$ cat config.mk
export PLATFORM = sky130hd
export DESIGN_NAME = per_core_utilization_tracker_flat
export DESIGN_NICKNAME = d
export VERILOG_FILES = /design/src/rtl/pcut_pkg.sv /design/src/rtl/pcut_in_if.sv /design/src/rtl/pcut_out_if.sv /design/src/rtl/pcut_alu.sv /design/src/rtl/pcut_store.sv /design/src/rtl/per_core_utilization_tracker.sv /design/src/flat_wrapper.sv
export VERILOG_INCLUDE_DIRS = /design/src /design/src/rtl
export SDC_FILE = /design/constraint.sdc
export NUM_CORES = 2
export LEC_CHECK = 0
export BUFFER_PORTS_ARGS = -buffer_cell sky130_fd_sc_hd__buf_2
export CAP_MARGIN = 20
export CORE_MARGIN = 2
export CORE_UTILIZATION = 40
export DETAILED_ROUTE_END_ITERATION = 7
export GPL_TIMING_DRIVEN = 0
export HOLD_SLACK_MARGIN = 0.12
export PLACE_DENSITY = 0.67
export SYNTH_ARGS = -nofsm -noshare
export SYNTH_HDL_FRONTEND = slang
export SYNTH_SLANG_ARGS = --single-unit
$ cat constraint.sdc
create_clock -name clk_i -period 11.4 [get_ports clk_i]
set_clock_uncertainty 0.05 [all_clocks]
set_input_delay 2.28 -clock clk_i [delete_from_list [all_inputs] [get_ports clk_i]]
set_output_delay 2.28 -clock clk_i [all_outputs]
set_load 0.01 [all_outputs]
$ cat src/rtl/per_core_utilization_tracker_macros.svh
// Assertion macros for the per-core utilization tracker.
// Included by the RTL files that check their own logic; needs clk_i and rst_ni in scope.
`ifndef PER_CORE_UTILIZATION_TRACKER_MACROS_SVH
`define PER_CORE_UTILIZATION_TRACKER_MACROS_SVH

`ifndef SYNTHESIS
// Check a property on every clock edge outside reset.
`define PCUT_ASSERT(label, prop) \
  label: assert property (@(posedge clk_i) disable iff (!rst_ni) (prop)) \
    else $error("pcut assertion failed");
// Check a property on edges where a condition holds.
`define PCUT_ASSERT_IF(label, cond, prop) \
  label: assert property (@(posedge clk_i) disable iff (!rst_ni) (cond) |-> (prop)) \
    else $error("pcut conditional assertion failed");
`else
`define PCUT_ASSERT(label, prop)
`define PCUT_ASSERT_IF(label, cond, prop)
`endif

`endif

$ cat src/rtl/pcut_pkg.sv
// Shared types, widths and constants of the per-core utilization tracker.
// No dependencies; the RTL modules and interfaces refer to it by scoped names, the testbench imports it.
package pcut_pkg;

  localparam int CORES   = 8;
  localparam int ENTRIES = CORES + 1;
  localparam int ENTRY_W = $clog2(ENTRIES);

  localparam int IDX_W   = 8;
  localparam int TICK_W  = 64;
  localparam int BUSY_W  = 14;
  localparam int QBITS   = BUSY_W;
  localparam int ALU_W   = TICK_W + QBITS;

  // Counters folded into the running sum after the idle counter is loaded.
  localparam int NUM_OPS = 7;
  // 10000 = 2^13 + 2^10 + 2^9 + 2^8 + 2^4: seed with the top term, add four more.
  localparam int FIRST_SHIFT = 13;
  localparam int SCALE_ADDS  = 4;
  localparam int SH_W        = $clog2(SCALE_ADDS);
  localparam int SHAMT_W     = 4;
  localparam int CNT_W       = $clog2(QBITS);
  localparam int BUSY_MAX    = 10000;

  typedef logic [TICK_W-1:0]  tick_t;
  typedef logic [BUSY_W-1:0]  busy_t;
  typedef logic [ENTRY_W-1:0] entry_idx_t;

  typedef enum logic [7:0] {
    S_IDLE  = 8'b0000_0001,
    S_SUM   = 8'b0000_0010,
    S_DT    = 8'b0000_0100,
    S_DI    = 8'b0000_1000,
    S_CMP   = 8'b0001_0000,
    S_SCALE = 8'b0010_0000,
    S_DIV   = 8'b0100_0000,
    S_DONE  = 8'b1000_0000
  } state_e;

  typedef enum logic {
    ALU_ADD = 1'b0,
    ALU_SUB = 1'b1
  } alu_op_e;

  typedef struct packed {
    alu_op_e          op;
    logic [ALU_W-1:0] a;
    logic [ALU_W-1:0] b;
  } alu_req_t;

  typedef struct packed {
    logic [ALU_W-1:0] res;
    logic             borrow;
  } alu_rsp_t;

  typedef struct packed {
    tick_t idle;
    tick_t total;
    busy_t busy;
  } entry_t;

  typedef struct packed {
    logic       en;
    entry_idx_t idx;
    entry_t     ent;
  } wr_t;

  // Shift of the term added in each scaling step.
  function automatic logic [SHAMT_W-1:0] scale_shift(input logic [SH_W-1:0] step);
    logic [SHAMT_W-1:0] sh;
    unique case (step)
      2'd0:    sh = 4'd10;
      2'd1:    sh = 4'd9;
      2'd2:    sh = 4'd8;
      default: sh = 4'd4;
    endcase
    return sh;
  endfunction

endpackage

$ cat src/rtl/pcut_in_if.sv
// Sample channel: core index plus eight cumulative tick counters.
// Depends on pcut_pkg for field widths.
interface pcut_in_if;
  logic                       valid;
  logic                       ready;
  logic [pcut_pkg::IDX_W-1:0] core_index;
  pcut_pkg::tick_t            user_ticks;
  pcut_pkg::tick_t            nice_ticks;
  pcut_pkg::tick_t            system_ticks;
  pcut_pkg::tick_t            idle_ticks;
  pcut_pkg::tick_t            iowait_ticks;
  pcut_pkg::tick_t            irq_ticks;
  pcut_pkg::tick_t            softirq_ticks;
  pcut_pkg::tick_t            steal_ticks;

  modport source (
    output valid, core_index, user_ticks, nice_ticks, system_ticks, idle_ticks,
           iowait_ticks, irq_ticks, softirq_ticks, steal_ticks,
    input  ready
  );
  modport sink (
    input  valid, core_index, user_ticks, nice_ticks, system_ticks, idle_ticks,
           iowait_ticks, irq_ticks, softirq_ticks, steal_ticks,
    output ready
  );
endinterface

$ cat src/rtl/pcut_out_if.sv
// Result channel: entry used, busy share in hundredths of a percent, flags.
// Depends on pcut_pkg for field widths.
interface pcut_out_if;
  logic                       valid;
  logic                       ready;
  logic [pcut_pkg::IDX_W-1:0] entry_used;
  pcut_pkg::busy_t            busy_hundredths;
  logic                       updated;
  logic                       unknown_core;

  modport source (
    output valid, entry_used, busy_hundredths, updated, unknown_core,
    input  ready
  );
  modport sink (
    input  valid, entry_used, busy_hundredths, updated, unknown_core,
    output ready
  );
endinterface

$ cat src/rtl/pcut_alu.sv
// Shared add/subtract unit used by every arithmetic step of the sequencer.
// Depends on pcut_pkg for the request and response structs.
module pcut_alu (
  input  pcut_pkg::alu_req_t req_i,
  output pcut_pkg::alu_rsp_t rsp_o
);

  logic [pcut_pkg::ALU_W-1:0] b_eff;
  logic [pcut_pkg::ALU_W:0]   sum;
  logic                       is_sub;

  assign is_sub = (req_i.op == pcut_pkg::ALU_SUB);
  assign b_eff  = is_sub ? ~req_i.b : req_i.b;
  assign sum    = {1'b0, req_i.a} + {1'b0, b_eff} + {{pcut_pkg::ALU_W{1'b0}}, is_sub};

  assign rsp_o.res    = sum[pcut_pkg::ALU_W-1:0];
  // No carry out of a - b means a < b.
  assign rsp_o.borrow = is_sub & ~sum[pcut_pkg::ALU_W];

endmodule

$ cat src/rtl/pcut_store.sv
// Per-entry history: previous idle sum, previous total sum and last busy value.
// Depends on pcut_pkg; cleared to zero by reset, one read and one write port.
module pcut_store (
  input  logic                 clk_i,
  input  logic                 rst_ni,
  input  pcut_pkg::entry_idx_t rd_idx_i,
  output pcut_pkg::entry_t     rd_o,
  input  pcut_pkg::wr_t        wr_i
);

  pcut_pkg::entry_t entries_q [pcut_pkg::ENTRIES];

  always_ff @(posedge clk_i or negedge rst_ni) begin
    if (!rst_ni) begin
      for (int i = 0; i < pcut_pkg::ENTRIES; i++) begin
        entries_q[i] <= '0;
      end
    end else if (wr_i.en) begin
      entries_q[wr_i.idx] <= wr_i.ent;
    end
  end

  assign rd_o = entries_q[rd_idx_i];

endmodule

$ cat src/rtl/per_core_utilization_tracker.sv
// Channel   Dir  Handshake    Payload
// in_i      in   valid/ready  core_index, user..steal_ticks (8 x 64 bit)
// out_o     out  valid/ready  entry_used, busy_hundredths, updated, unknown_core
//
// One sample runs from transfer to the next ready: summing the counters, deltas and
// compare, scaling by 10000 and 14 radix-2 divide steps, all on the single shared
// add/subtract unit, plus write-back and idle. A zero interval goes from the deltas
// to write-back, an idle delta above the total straight from compare.
// Reset clears the sequencer, the output valid flag and the history table at once.
// Write-back waits while a previous result still sits unread in the output register.
// Depends on pcut_pkg, pcut_in_if, pcut_out_if, pcut_alu and pcut_store.
`include "per_core_utilization_tracker_macros.svh"

module per_core_utilization_tracker (
  input  logic       clk_i,
  input  logic       rst_ni,
  pcut_in_if.sink    in_i,
  pcut_out_if.source out_o
);

  pcut_pkg::state_e              state_q, state_d;
  logic [pcut_pkg::CNT_W-1:0]    cnt_q, cnt_d;
  pcut_pkg::entry_idx_t          idx_q, idx_d;
  logic                          unk_q, unk_d;
  logic                          upd_q, upd_d;
  pcut_pkg::tick_t               ops_q [pcut_pkg::NUM_OPS];
  pcut_pkg::tick_t               ops_d [pcut_pkg::NUM_OPS];
  logic [pcut_pkg::ALU_W-1:0]    acc_q, acc_d;
  pcut_pkg::tick_t               sidle_q, sidle_d;
  pcut_pkg::tick_t               tot_q, tot_d;
  pcut_pkg::tick_t               dt_q, dt_d;
  pcut_pkg::tick_t               di_q, di_d;
  pcut_pkg::tick_t               num_q, num_d;
  pcut_pkg::tick_t               rem_q, rem_d;
  pcut_pkg::busy_t               low_q, low_d;

  logic                          out_valid_q, out_valid_d;
  logic [pcut_pkg::IDX_W-1:0]    out_entry_q, out_entry_d;
  pcut_pkg::busy_t               out_busy_q, out_busy_d;
  logic                          out_upd_q, out_upd_d;
  logic                          out_unk_q, out_unk_d;

  pcut_pkg::alu_req_t            alu_req;
  pcut_pkg::alu_rsp_t            alu_rsp;
  pcut_pkg::entry_t              prev;
  pcut_pkg::wr_t                 wr;
  logic                          in_xfer;
  logic                          unknown;

  pcut_alu u_alu (
    .req_i (alu_req),
    .rsp_o (alu_rsp)
  );

  pcut_store u_store (
    .clk_i    (clk_i),
    .rst_ni   (rst_ni),
    .rd_idx_i (idx_q),
    .rd_o     (prev),
    .wr_i     (wr)
  );

  assign in_i.ready = (state_q == pcut_pkg::S_IDLE);
  assign in_xfer    = in_i.valid && in_i.ready;
  assign unknown    = in_i.core_index > pcut_pkg::IDX_W'(pcut_pkg::CORES);

  always_comb begin
    state_d     = state_q;
    cnt_d       = cnt_q;
    idx_d       = idx_q;
    unk_d       = unk_q;
    upd_d       = upd_q;
    ops_d       = ops_q;
    acc_d       = acc_q;
    sidle_d     = sidle_q;
    tot_d       = tot_q;
    dt_d        = dt_q;
    di_d        = di_q;
    num_d       = num_q;
    rem_d       = rem_q;
    low_d       = low_q;
    out_valid_d = out_valid_q && !out_o.ready;
    out_entry_d = out_entry_q;
    out_busy_d  = out_busy_q;
    out_upd_d   = out_upd_q;
    out_unk_d   = out_unk_q;
    alu_req.op  = pcut_pkg::ALU_ADD;
    alu_req.a   = acc_q;
    alu_req.b   = '0;
    wr.en       = 1'b0;
    wr.idx      = idx_q;
    wr.ent.idle  = sidle_q;
    wr.ent.total = tot_q;
    wr.ent.busy  = low_q;

    unique case (state_q)
      pcut_pkg::S_IDLE: begin
        if (in_xfer) begin
          idx_d    = unknown ? '0 : in_i.core_index[pcut_pkg::ENTRY_W-1:0];
          unk_d    = unknown;
          acc_d    = pcut_pkg::ALU_W'(in_i.idle_ticks);
          ops_d[0] = in_i.iowait_ticks;
          ops_d[1] = in_i.user_ticks;
          ops_d[2] = in_i.nice_ticks;
          ops_d[3] = in_i.system_ticks;
          ops_d[4] = in_i.irq_ticks;
          ops_d[5] = in_i.softirq_ticks;
          ops_d[6] = in_i.steal_ticks;
          cnt_d    = '0;
          state_d  = pcut_pkg::S_SUM;
        end
      end
      pcut_pkg::S_SUM: begin
        alu_req.a = pcut_pkg::ALU_W'(acc_q[pcut_pkg::TICK_W-1:0]);
        alu_req.b = pcut_pkg::ALU_W'(ops_q[0]);
        acc_d     = pcut_pkg::ALU_W'(alu_rsp.res[pcut_pkg::TICK_W-1:0]);
        // Advance the operand queue by one.
        for (int i = 0; i < pcut_pkg::NUM_OPS - 1; i++) begin
          ops_d[i] = ops_q[i + 1];
        end
        ops_d[pcut_pkg::NUM_OPS-1] = '0;
        if (cnt_q == '0) begin
          sidle_d = alu_rsp.res[pcut_pkg::TICK_W-1:0];
        end
        if (cnt_q == pcut_pkg::CNT_W'(pcut_pkg::NUM_OPS - 1)) begin
          cnt_d   = '0;
          state_d = pcut_pkg::S_DT;
        end else begin
          cnt_d = cnt_q + 1'b1;
        end
      end
      pcut_pkg::S_DT: begin
        alu_req.op = pcut_pkg::ALU_SUB;
        alu_req.a  = pcut_pkg::ALU_W'(acc_q[pcut_pkg::TICK_W-1:0]);
        alu_req.b  = pcut_pkg::ALU_W'(prev.total);
        dt_d       = alu_rsp.res[pcut_pkg::TICK_W-1:0];
        tot_d      = acc_q[pcut_pkg::TICK_W-1:0];
        state_d    = pcut_pkg::S_DI;
      end
      pcut_pkg::S_DI: begin
        alu_req.op = pcut_pkg::ALU_SUB;
        alu_req.a  = pcut_pkg::ALU_W'(sidle_q);
        alu_req.b  = pcut_pkg::ALU_W'(prev.idle);
        di_d       = alu_rsp.res[pcut_pkg::TICK_W-1:0];
        // Zero interval: keep history, report the stored value.
        if (dt_q == '0) begin
          upd_d   = 1'b0;
          state_d = pcut_pkg::S_DONE;
        end else begin
          upd_d   = 1'b1;
          state_d = pcut_pkg::S_CMP;
        end
      end
      pcut_pkg::S_CMP: begin
        alu_req.op = pcut_pkg::ALU_SUB;
        alu_req.a  = pcut_pkg::ALU_W'(dt_q);
        alu_req.b  = pcut_pkg::ALU_W'(di_q);
        if (alu_rsp.borrow) begin
          // Idle delta above total delta: busy saturates to zero.
          low_d   = '0;
          state_d = pcut_pkg::S_DONE;
        end else begin
          num_d   = alu_rsp.res[pcut_pkg::TICK_W-1:0];
          acc_d   = pcut_pkg::ALU_W'(alu_rsp.res[pcut_pkg::TICK_W-1:0])
                    << pcut_pkg::FIRST_SHIFT;
          cnt_d   = '0;
          state_d = pcut_pkg::S_SCALE;
        end
      end
      pcut_pkg::S_SCALE: begin
        alu_req.a = acc_q;
        alu_req.b = pcut_pkg::ALU_W'(num_q)
                    << pcut_pkg::scale_shift(cnt_q[pcut_pkg::SH_W-1:0]);
        acc_d     = alu_rsp.res;
        if (cnt_q == pcut_pkg::CNT_W'(pcut_pkg::SCALE_ADDS - 1)) begin
          // Quotient fits in QBITS, so the top part is already below the divisor.
          rem_d   = alu_rsp.res[pcut_pkg::ALU_W-1:pcut_pkg::QBITS];
          low_d   = alu_rsp.res[pcut_pkg::QBITS-1:0];
          cnt_d   = '0;
          state_d = pcut_pkg::S_DIV;
        end else begin
          cnt_d = cnt_q + 1'b1;
        end
      end
      pcut_pkg::S_DIV: begin
        alu_req.op = pcut_pkg::ALU_SUB;
        alu_req.a  = pcut_pkg::ALU_W'({rem_q, low_q[pcut_pkg::QBITS-1]});
        alu_req.b  = pcut_pkg::ALU_W'(dt_q);
        if (alu_rsp.borrow) begin
          rem_d = {rem_q[pcut_pkg::TICK_W-2:0], low_q[pcut_pkg::QBITS-1]};
        end else begin
          rem_d = alu_rsp.res[pcut_pkg::TICK_W-1:0];
        end
        // Shift the next dividend bit out and the quotient bit in.
        low_d = {low_q[pcut_pkg::QBITS-2:0], ~alu_rsp.borrow};
        if (cnt_q == pcut_pkg::CNT_W'(pcut_pkg::QBITS - 1)) begin
          state_d = pcut_pkg::S_DONE;
        end else begin
          cnt_d = cnt_q + 1'b1;
        end
      end
      pcut_pkg::S_DONE: begin
        // Hold until the output register is free.
        if (!out_valid_q || out_o.ready) begin
          wr.en       = upd_q;
          out_valid_d = 1'b1;
          out_entry_d = pcut_pkg::IDX_W'(idx_q);
          out_busy_d  = upd_q ? low_q : prev.busy;
          out_upd_d   = upd_q;
          out_unk_d   = unk_q;
          state_d     = pcut_pkg::S_IDLE;
        end
      end
      default: begin
        state_d = pcut_pkg::S_IDLE;
      end
    endcase
  end

  always_ff @(posedge clk_i or negedge rst_ni) begin
    if (!rst_ni) begin
      state_q     <= pcut_pkg::S_IDLE;
      cnt_q       <= '0;
      out_valid_q <= 1'b0;
    end else begin
      state_q     <= state_d;
      cnt_q       <= cnt_d;
      out_valid_q <= out_valid_d;
    end
  end

  always_ff @(posedge clk_i) begin
    idx_q       <= idx_d;
    unk_q       <= unk_d;
    upd_q       <= upd_d;
    ops_q       <= ops_d;
    acc_q       <= acc_d;
    sidle_q     <= sidle_d;
    tot_q       <= tot_d;
    dt_q        <= dt_d;
    di_q        <= di_d;
    num_q       <= num_d;
    rem_q       <= rem_d;
    low_q       <= low_d;
    out_entry_q <= out_entry_d;
    out_busy_q  <= out_busy_d;
    out_upd_q   <= out_upd_d;
    out_unk_q   <= out_unk_d;
  end

  assign out_o.valid           = out_valid_q;
  assign out_o.entry_used      = out_entry_q;
  assign out_o.busy_hundredths = out_busy_q;
  assign out_o.updated         = out_upd_q;
  assign out_o.unknown_core    = out_unk_q;

  `PCUT_ASSERT_IF(a_xfer_starts_sum, in_xfer, ##1 (state_q == pcut_pkg::S_SUM))
  `PCUT_ASSERT_IF(a_rise_from_done, $rose(out_valid_q), $past(state_q == pcut_pkg::S_DONE))
  `PCUT_ASSERT_IF(a_busy_in_range, out_valid_q, out_busy_q <= pcut_pkg::BUSY_W'(pcut_pkg::BUSY_MAX))
  `PCUT_ASSERT_IF(a_rem_below_div, state_q == pcut_pkg::S_DIV, rem_q < dt_q)
  `PCUT_ASSERT(a_write_only_done, !wr.en || (state_q == pcut_pkg::S_DONE))

endmodule

$ cat src/flat_wrapper.sv
// flat-port wrapper written by rule: the top's interface ports become plain ports
module per_core_utilization_tracker_flat 
  (clk_i, rst_ni, in_i_valid, in_i_core_index, in_i_user_ticks, in_i_nice_ticks, in_i_system_ticks, in_i_idle_ticks, in_i_iowait_ticks, in_i_irq_ticks, in_i_softirq_ticks, in_i_steal_ticks, in_i_ready, out_o_valid, out_o_entry_used, out_o_busy_hundredths, out_o_updated, out_o_unknown_core, out_o_ready);
  pcut_in_if in_i_i ();
  pcut_out_if out_o_i ();
  input  logic clk_i;
  input  logic rst_ni;
  input wire logic [$bits(in_i_i.valid)-1:0] in_i_valid;
  input wire logic [$bits(in_i_i.core_index)-1:0] in_i_core_index;
  input wire logic [$bits(in_i_i.user_ticks)-1:0] in_i_user_ticks;
  input wire logic [$bits(in_i_i.nice_ticks)-1:0] in_i_nice_ticks;
  input wire logic [$bits(in_i_i.system_ticks)-1:0] in_i_system_ticks;
  input wire logic [$bits(in_i_i.idle_ticks)-1:0] in_i_idle_ticks;
  input wire logic [$bits(in_i_i.iowait_ticks)-1:0] in_i_iowait_ticks;
  input wire logic [$bits(in_i_i.irq_ticks)-1:0] in_i_irq_ticks;
  input wire logic [$bits(in_i_i.softirq_ticks)-1:0] in_i_softirq_ticks;
  input wire logic [$bits(in_i_i.steal_ticks)-1:0] in_i_steal_ticks;
  output wire logic [$bits(in_i_i.ready)-1:0] in_i_ready;
  output wire logic [$bits(out_o_i.valid)-1:0] out_o_valid;
  output wire logic [$bits(out_o_i.entry_used)-1:0] out_o_entry_used;
  output wire logic [$bits(out_o_i.busy_hundredths)-1:0] out_o_busy_hundredths;
  output wire logic [$bits(out_o_i.updated)-1:0] out_o_updated;
  output wire logic [$bits(out_o_i.unknown_core)-1:0] out_o_unknown_core;
  input wire logic [$bits(out_o_i.ready)-1:0] out_o_ready;
  assign in_i_i.valid = in_i_valid;
  assign in_i_i.core_index = in_i_core_index;
  assign in_i_i.user_ticks = in_i_user_ticks;
  assign in_i_i.nice_ticks = in_i_nice_ticks;
  assign in_i_i.system_ticks = in_i_system_ticks;
  assign in_i_i.idle_ticks = in_i_idle_ticks;
  assign in_i_i.iowait_ticks = in_i_iowait_ticks;
  assign in_i_i.irq_ticks = in_i_irq_ticks;
  assign in_i_i.softirq_ticks = in_i_softirq_ticks;
  assign in_i_i.steal_ticks = in_i_steal_ticks;
  assign in_i_ready = in_i_i.ready;
  assign out_o_valid = out_o_i.valid;
  assign out_o_entry_used = out_o_i.entry_used;
  assign out_o_busy_hundredths = out_o_i.busy_hundredths;
  assign out_o_updated = out_o_i.updated;
  assign out_o_unknown_core = out_o_i.unknown_core;
  assign out_o_i.ready = out_o_ready;
  per_core_utilization_tracker u_core (.clk_i(clk_i), .rst_ni(rst_ni), .in_i(in_i_i), .out_o(out_o_i));
endmodule
== Word-level counts from Yosys, hierarchy flattened ==
Index checks and enable logic that the tools add are counted.

* Bits in registers: 2241
* Input bits: 524
* Output and inout bits: 26
* Logic and storage cells: 152

* $add $sub $neg: 3
* $lt $le $gt $ge: 3
* Equality and inequality tests: 21
* Shift-type cells: 1
* Multiplexer cells: 42
* Bitwise logic cells: 5
* Reduce and logical (&&, ||, !) cells: 25

{| class="wikitable"
|+ Operators with widths
! cell !! number
|-
| bitwise mux 1278 bit || 1
|-
| case mux 156 bit (6 select lines) || 1
|-
| case mux 448 bit (2 select lines) || 1
|-
| binary-select mux 142 bit (select 4 bit) || 1
|-
| demux 142 bit (select 4 bit) || 1
|-
| two-way mux 448 bit || 1
|-
| two-way mux 142 bit || 3
|-
| case mux 78 bit (4 select lines) || 1
|-
| two-way mux 78 bit || 3
|-
| two-way mux 64 bit || 2
|-
| case mux 64 bit (2 select lines) || 1
|-
| adder 78 x 78 -> 79 bit || 1
|-
| adder 79 x 1 -> 79 bit || 1
|-
| inverter 78 bit || 1
|-
| << shifter 64 x 4 -> 78 bit || 1
|-
| logical NOT 64 bit || 1
|-
| case mux 8 bit (8 select lines) || 1
|-
| two-way mux 8 bit || 7
|-
| two-way mux 14 bit || 3
|-
| case mux 14 bit (3 select lines) || 1
|-
| two-way mux 4 bit || 6
|-
| case mux 4 bit (5 select lines) || 1
|-
| case mux 4 bit (3 select lines) || 1
|-
| AND reduction 2 bit || 6
|-
| other kinds (36) || 53
|}

== Longest topological paths before layout ==
* Depth after elaboration: 13
* Mapped depth: 31

== By module ==
A second synthesis with hierarchy kept.

* Cell total of the unflattened synthesis: 8718
* Area, all modules: 107863.4 um^2

{| class="wikitable"
|+ By module, submodules not included
! module !! instances !! cells each !! area an instance (um^2) !! sequential area each (um^2)
|-
| pcut_store || 1 || 4352 || 59248.1 || 31980.7
|-
| per_core_utilization_tracker || 1 || 3571 || 43128.9 || 28853.9
|-
| pcut_alu || 1 || 795 || 5486.5 || 0.0
|}

== Worst setup path before layout ==
Ideal clock, no wire load.

* Kind: in2reg
* Start: input port in_i_valid
* End: register u_core.ops_q[0] (netlist name), enable pin
* Setup time: 3.232 ns
* Data arrival time: 9.576 ns
* Required time: 8.118 ns
* Slack: -1.459 ns
* Stages on the path: 2
* Buffers on the path: 0
* Cells stage by stage: nand2_1 nand2_1

* Longest elaborated chain between the ends: 3

{| class="wikitable"
|+ Ends and longest elaborated chain
! item !! RTL line !! RTL
|-
| start, declared || flat_wrapper.sv:8 || <nowiki>input wire logic [$bits(in_i_i.valid)-1:0] in_i_valid;</nowiki>
|-
| logical AND 1 bit || per_core_utilization_tracker.sv:64 || <nowiki>assign in_xfer = in_i.valid && in_i.ready;</nowiki>
|-
| inequality test 2 bit (no source line) || n/a ||
|-
| AND reduction 2 bit (no source line) || n/a ||
|-
| end signal, assigned || per_core_utilization_tracker.sv:236 || <nowiki>ops_q <= ops_d;</nowiki>
|-
| end, declared || per_core_utilization_tracker.sv:26 || <nowiki>pcut_pkg::tick_t ops_q [pcut_pkg::NUM_OPS];</nowiki>
|}

No other way between the ends.
A chain may end at the register's enable or synchronous reset.

== Worst setup path in the final report ==
* Start: register u_core.idx_q[1]
* End: register u_core.acc_q[71] (netlist name), enable pin

* Longest elaborated chain between the ends: 13

{| class="wikitable"
|+ Ends and longest elaborated chain
! item !! RTL line !! RTL
|-
| start, declared || per_core_utilization_tracker.sv:23 || <nowiki>pcut_pkg::entry_idx_t idx_q, idx_d;</nowiki>
|-
| start signal, assigned || per_core_utilization_tracker.sv:233 || <nowiki>idx_q <= idx_d;</nowiki>
|-
| inverter 4 -> 5 bit (not written as such) (*) || pcut_store.sv:23 || <nowiki>assign rd_o = entries_q[rd_idx_i];</nowiki>
|-
| binary-select mux 142 bit (select 4 bit) (*) || pcut_store.sv:23 ||
|-
| two-way mux 142 bit (not written as such) (*) (2 in series) || pcut_store.sv:23 ||
|-
| case mux 156 bit (6 select lines) (*) || per_core_utilization_tracker.sv:96 || <nowiki>unique case (state_q)</nowiki>
|-
| inverter 78 bit || pcut_alu.sv:13 || <nowiki>assign b_eff = is_sub ? ~req_i.b : req_i.b;</nowiki>
|-
| two-way mux 78 bit (*) || pcut_alu.sv:13 ||
|-
| adder 78 x 78 -> 79 bit (*) || pcut_alu.sv:14 || <nowiki>assign sum = {1'b0, req_i.a} + {1'b0, b_eff} + {{pcut_pkg::ALU_W{1'b0}}, is_sub};</nowiki>
|-
| adder 79 x 1 -> 79 bit (*) || pcut_alu.sv:14 ||
|-
| inverter 1 bit (*) || pcut_alu.sv:18 || <nowiki>assign rsp_o.borrow = is_sub & ~sum[pcut_pkg::ALU_W];</nowiki>
|-
| bitwise AND 1 bit (*) || pcut_alu.sv:18 ||
|-
| inequality test 2 bit (no source line) (*) || n/a ||
|-
| AND reduction 3 bit (no source line) (*) || n/a ||
|-
| end signal, assigned || per_core_utilization_tracker.sv:237 || <nowiki>acc_q <= acc_d;</nowiki>
|-
| end, declared || per_core_utilization_tracker.sv:28 || <nowiki>logic [pcut_pkg::ALU_W-1:0] acc_q, acc_d;</nowiki>
|}

Every way passes the cells marked *; elsewhere a longest branch is shown, timed or not. The select of a mux whose other input is x is not followed.

==> results.cfg <==
[finish]
drive_above_1_share_pct = 29.40
post-route-util_pct = 46.77
area_growth_pct = 16.55
fin_nets = 9684
final_area_sq_mm = 0.1225
nFillCells = 23361
layout_commonest_cell = nand2_1
final_cell_mix = 1433 x nand2_1, 1290 x dfrtp_1, 1221 x mux2_2
fin_cells = 12841

[sta]
maxSlewHeadroom_pct = 8.186
finalCriticalPeriod_ns = 11.52
rsz0062_at_grt = false
fin_crit_sh_pct = 101.1
whs_ns = 0.3841
fmax_mhz = 86.81
worst_slack_ns = -0.1198
tns_ns = -3.339
setup_viol = 43
tightest_slew_ns = 1.373
hold_viol = 0
slew_viol_final = 0

[cts]
hold_buffers = 0
cts_made_buffers = 231
cts_post_setup_buffers_inserted = 0
clock-sinks = 2241
cts_tree = yes
clk_latency_ns = 0.94
path_clk_slew_ns = 0.06
max-clock-path-buffers = 3
clockRootBuffer = clkbuf_16
h-tree-depth = 4

[detailed_routing]
drt-initial-drc-count = 8935
viasPerCell = 5.912
drt_wl_total_microns = 429700
dr.pass1.iters = 6
drt-wirelength-per-cell_microns = 33.46
vias = 75917
post-route-drc-count = 0
antenna_left = 0

[grt]
grt_pass1_wl_microns = 591500
grt_pass1_vias = 76690
met1_usage_pct = 39.03
groute.usage.overall_pct = 31.80
grt_overflow_total = 0
globalRouteMet2Util_pct = 50.22
use_met3_pct = 7.480
grt-busiest-layer = met2
antenna_found_initial = 96
grt_max_degree = 177

[pwr]
total_power_mw = 30.65
p_per_area_mw_per_mm2 = 250.3
vdd_drop_max_v = 0.0002015
cellLeakagePower_nw = 54.01

[placement]
gp_congestion = 1.086
port_buffers = 545
dpl-instance-area_sq_mm = 0.1142
hpwl_microns = 333900
place_inst = 12353
place_ws_ns = -0.9793

[critical_path]
start_kind = flop
max_stage_delay_ns = 0.82
cp_max_fo = 47
critPathCaptureType = flop
worstPathRequired_ns = 11.93
arrival_ns = 12.05
path_class = reg2reg
cp.depth = 29
cp_top_family = buffers and inverters
worstRegToRegCells = 29
cp_num_buf_inv = 11
crit_path_top_delay_cell = o21ai_0

[logic_synthesis]
ys_seq_area_share_pct = 57.90
postSynthAreaPerCell_sq_um = 12.87
synth_area_leader_cell = dfrtp_1
yosysWarnings = 0
synthFlopType = dfrtp_1
synth.area.top_cells = dfrtp_1 31%, edfxtp_1 27%, mux2_2 13%, mux4_2 6.5%, nand2_1 5.1%
syn_area_sq_mm = 0.1051
synth.distinct_cells = 90
async_flop_share_pct = 57.61
synth_top_area_share_pct = 30.72
synthCells = 8165
ys_seq_elements = 2241
synth_edf_count = 950

[hold_path]
hp-class = reg2reg
hold_depth = 0

[outcome]
status = complete, but fails checks
violations = setup timing

[die]
ios = 550
die_w_microns = 516.5
die_area_sq_mm = 0.2668
num_rows = 188
fp.coreArea_sq_mm = 0.2618
initial_core_util_pct = 40.13
die_h_microns = 516.5

[run]
drv_cap = 0
worst reg2reg max path, delay by kind of cell, from the launching register on:
kind,cells,cell delay [ns]
DFF,1,0.73
muxes,1,0.36
buffers and inverters,11,4.47
AOI/OAI and AO/OA,10,3.59
and+or+nand+nor,6,1.57
adders and majority gates,1,0.33
layer usage:
metal | wire length [microns] | vias to the layer above
met4 | 33160 | 56
li1 | - | 31992
met3 | 36790 | 927
met1 | 162300 | 39224
met5 | 392 | -
met2 | 197100 | 3718
worst paths after layout:
check / start / end / slack [ns]
max: u_core.idx_q[1]$_SDFFCE_PP0P_ / u_core.acc_q[71]$_SDFFCE_PP0P_ / -0.12
min: u_core.unk_q$_DFFE_PP_ / u_core.out_o.unknown_core$_DFFE_PP_ / 0.38
max reg2reg: u_core.idx_q[1]$_SDFFCE_PP0P_ / u_core.acc_q[71]$_SDFFCE_PP0P_ / -0.12
min reg2reg: u_core.unk_q$_DFFE_PP_ / u_core.out_o.unknown_core$_DFFE_PP_ / 0.38
max in group asynchronous: rst_ni / u_core.u_store.entries_q[1075]$_DFFE_PN0P_ / 6.82
min in group asynchronous: rst_ni / u_core.u_store.entries_q[1209]$_DFFE_PN0P_ / 1.26
power breakdown:
| part | internal (mW) | switching, mW |
|---|---|---|
| clock network | 4.50 | 3.47 |
| registers | 10.6 | 0.809 |
| logic | 2.94 | 8.31 |
state kept, by name (all words and copies together) (netlist names):
name                          cells
u_core.state_q                    8
u_core.out_o.unknown_core         1
u_core.out_o.valid                1
u_core.num_q                     64
u_core.di_q                      64
u_core.rem_q                     64
u_core.out_o.entry_used           4
u_core.cnt_q                      4
u_core.sidle_q                   64
u_core.u_store.entries_q       1278
u_core.out_o.updated              1
u_core.low_q                     14
u_core.dt_q                      64
u_core.ops_q                    448
u_core.upd_q                      1
u_core.acc_q                     78
u_core.unk_q                      1
u_core.tot_q                     64
u_core.idx_q                      4
u_core.out_o.busy_hundredths     14
cells by family after synthesis:
logic type / count (synthesis) / share of synthesized area [%]
other: 1 / 0.003569
buffers and inverters: 742 / 2.727
AOI/OAI and AO/OA: 1321 / 8.786
muxes: 1678 / 21.02
and+or+nand+nor: 2026 / 7.954
DFF: 2241 / 57.90
adders and majority gates: 83 / 0.9956
xor gates and xnor gates: 73 / 0.6085
cell type report:
type                            count  area, sq um  area share, %
Clock buffer                      337         6845          5.590
Clock inverter                    100         1169         0.9543
Tap cell                         3515         4398          3.591
Sequential cell                  2241        60830          49.68
Timing Repair Buffer              677         4469          3.650
Antenna cell                       45        112.6        0.09196
Multi-Input combinational cell   5185        41680          34.03
Inverter                           90        342.8         0.2800
Buffer                            651         2611          2.132
synth_stat cells, drive strengths merged (18+ instances only):
library cell,n
a21oi,239
a22oi,219
inv,89
a21o,75
edfxtp,950
buf,163
nand3,45
a22o,183
a2111oi,54
and3,34
mux4,301
nor4,24
a221o,73
dfrtp,1290
mux2,1221
o21ai,303
nand2,1434
a221oi,21
o22ai,18
xor2,36
clkbuf,489
ha,82
and2,71
nor2b,19
a211oi,22
mux2i,156
nand4,39
nor2,281
xnor2,37
nor3,31
timing repair:
action / CTS / global route
setup endpoints to repair: 222 / 47
pin swaps: 0 / 0
gates resized for setup: 12 / 7
Note: power is estimated with default switching activity, not from simulation.
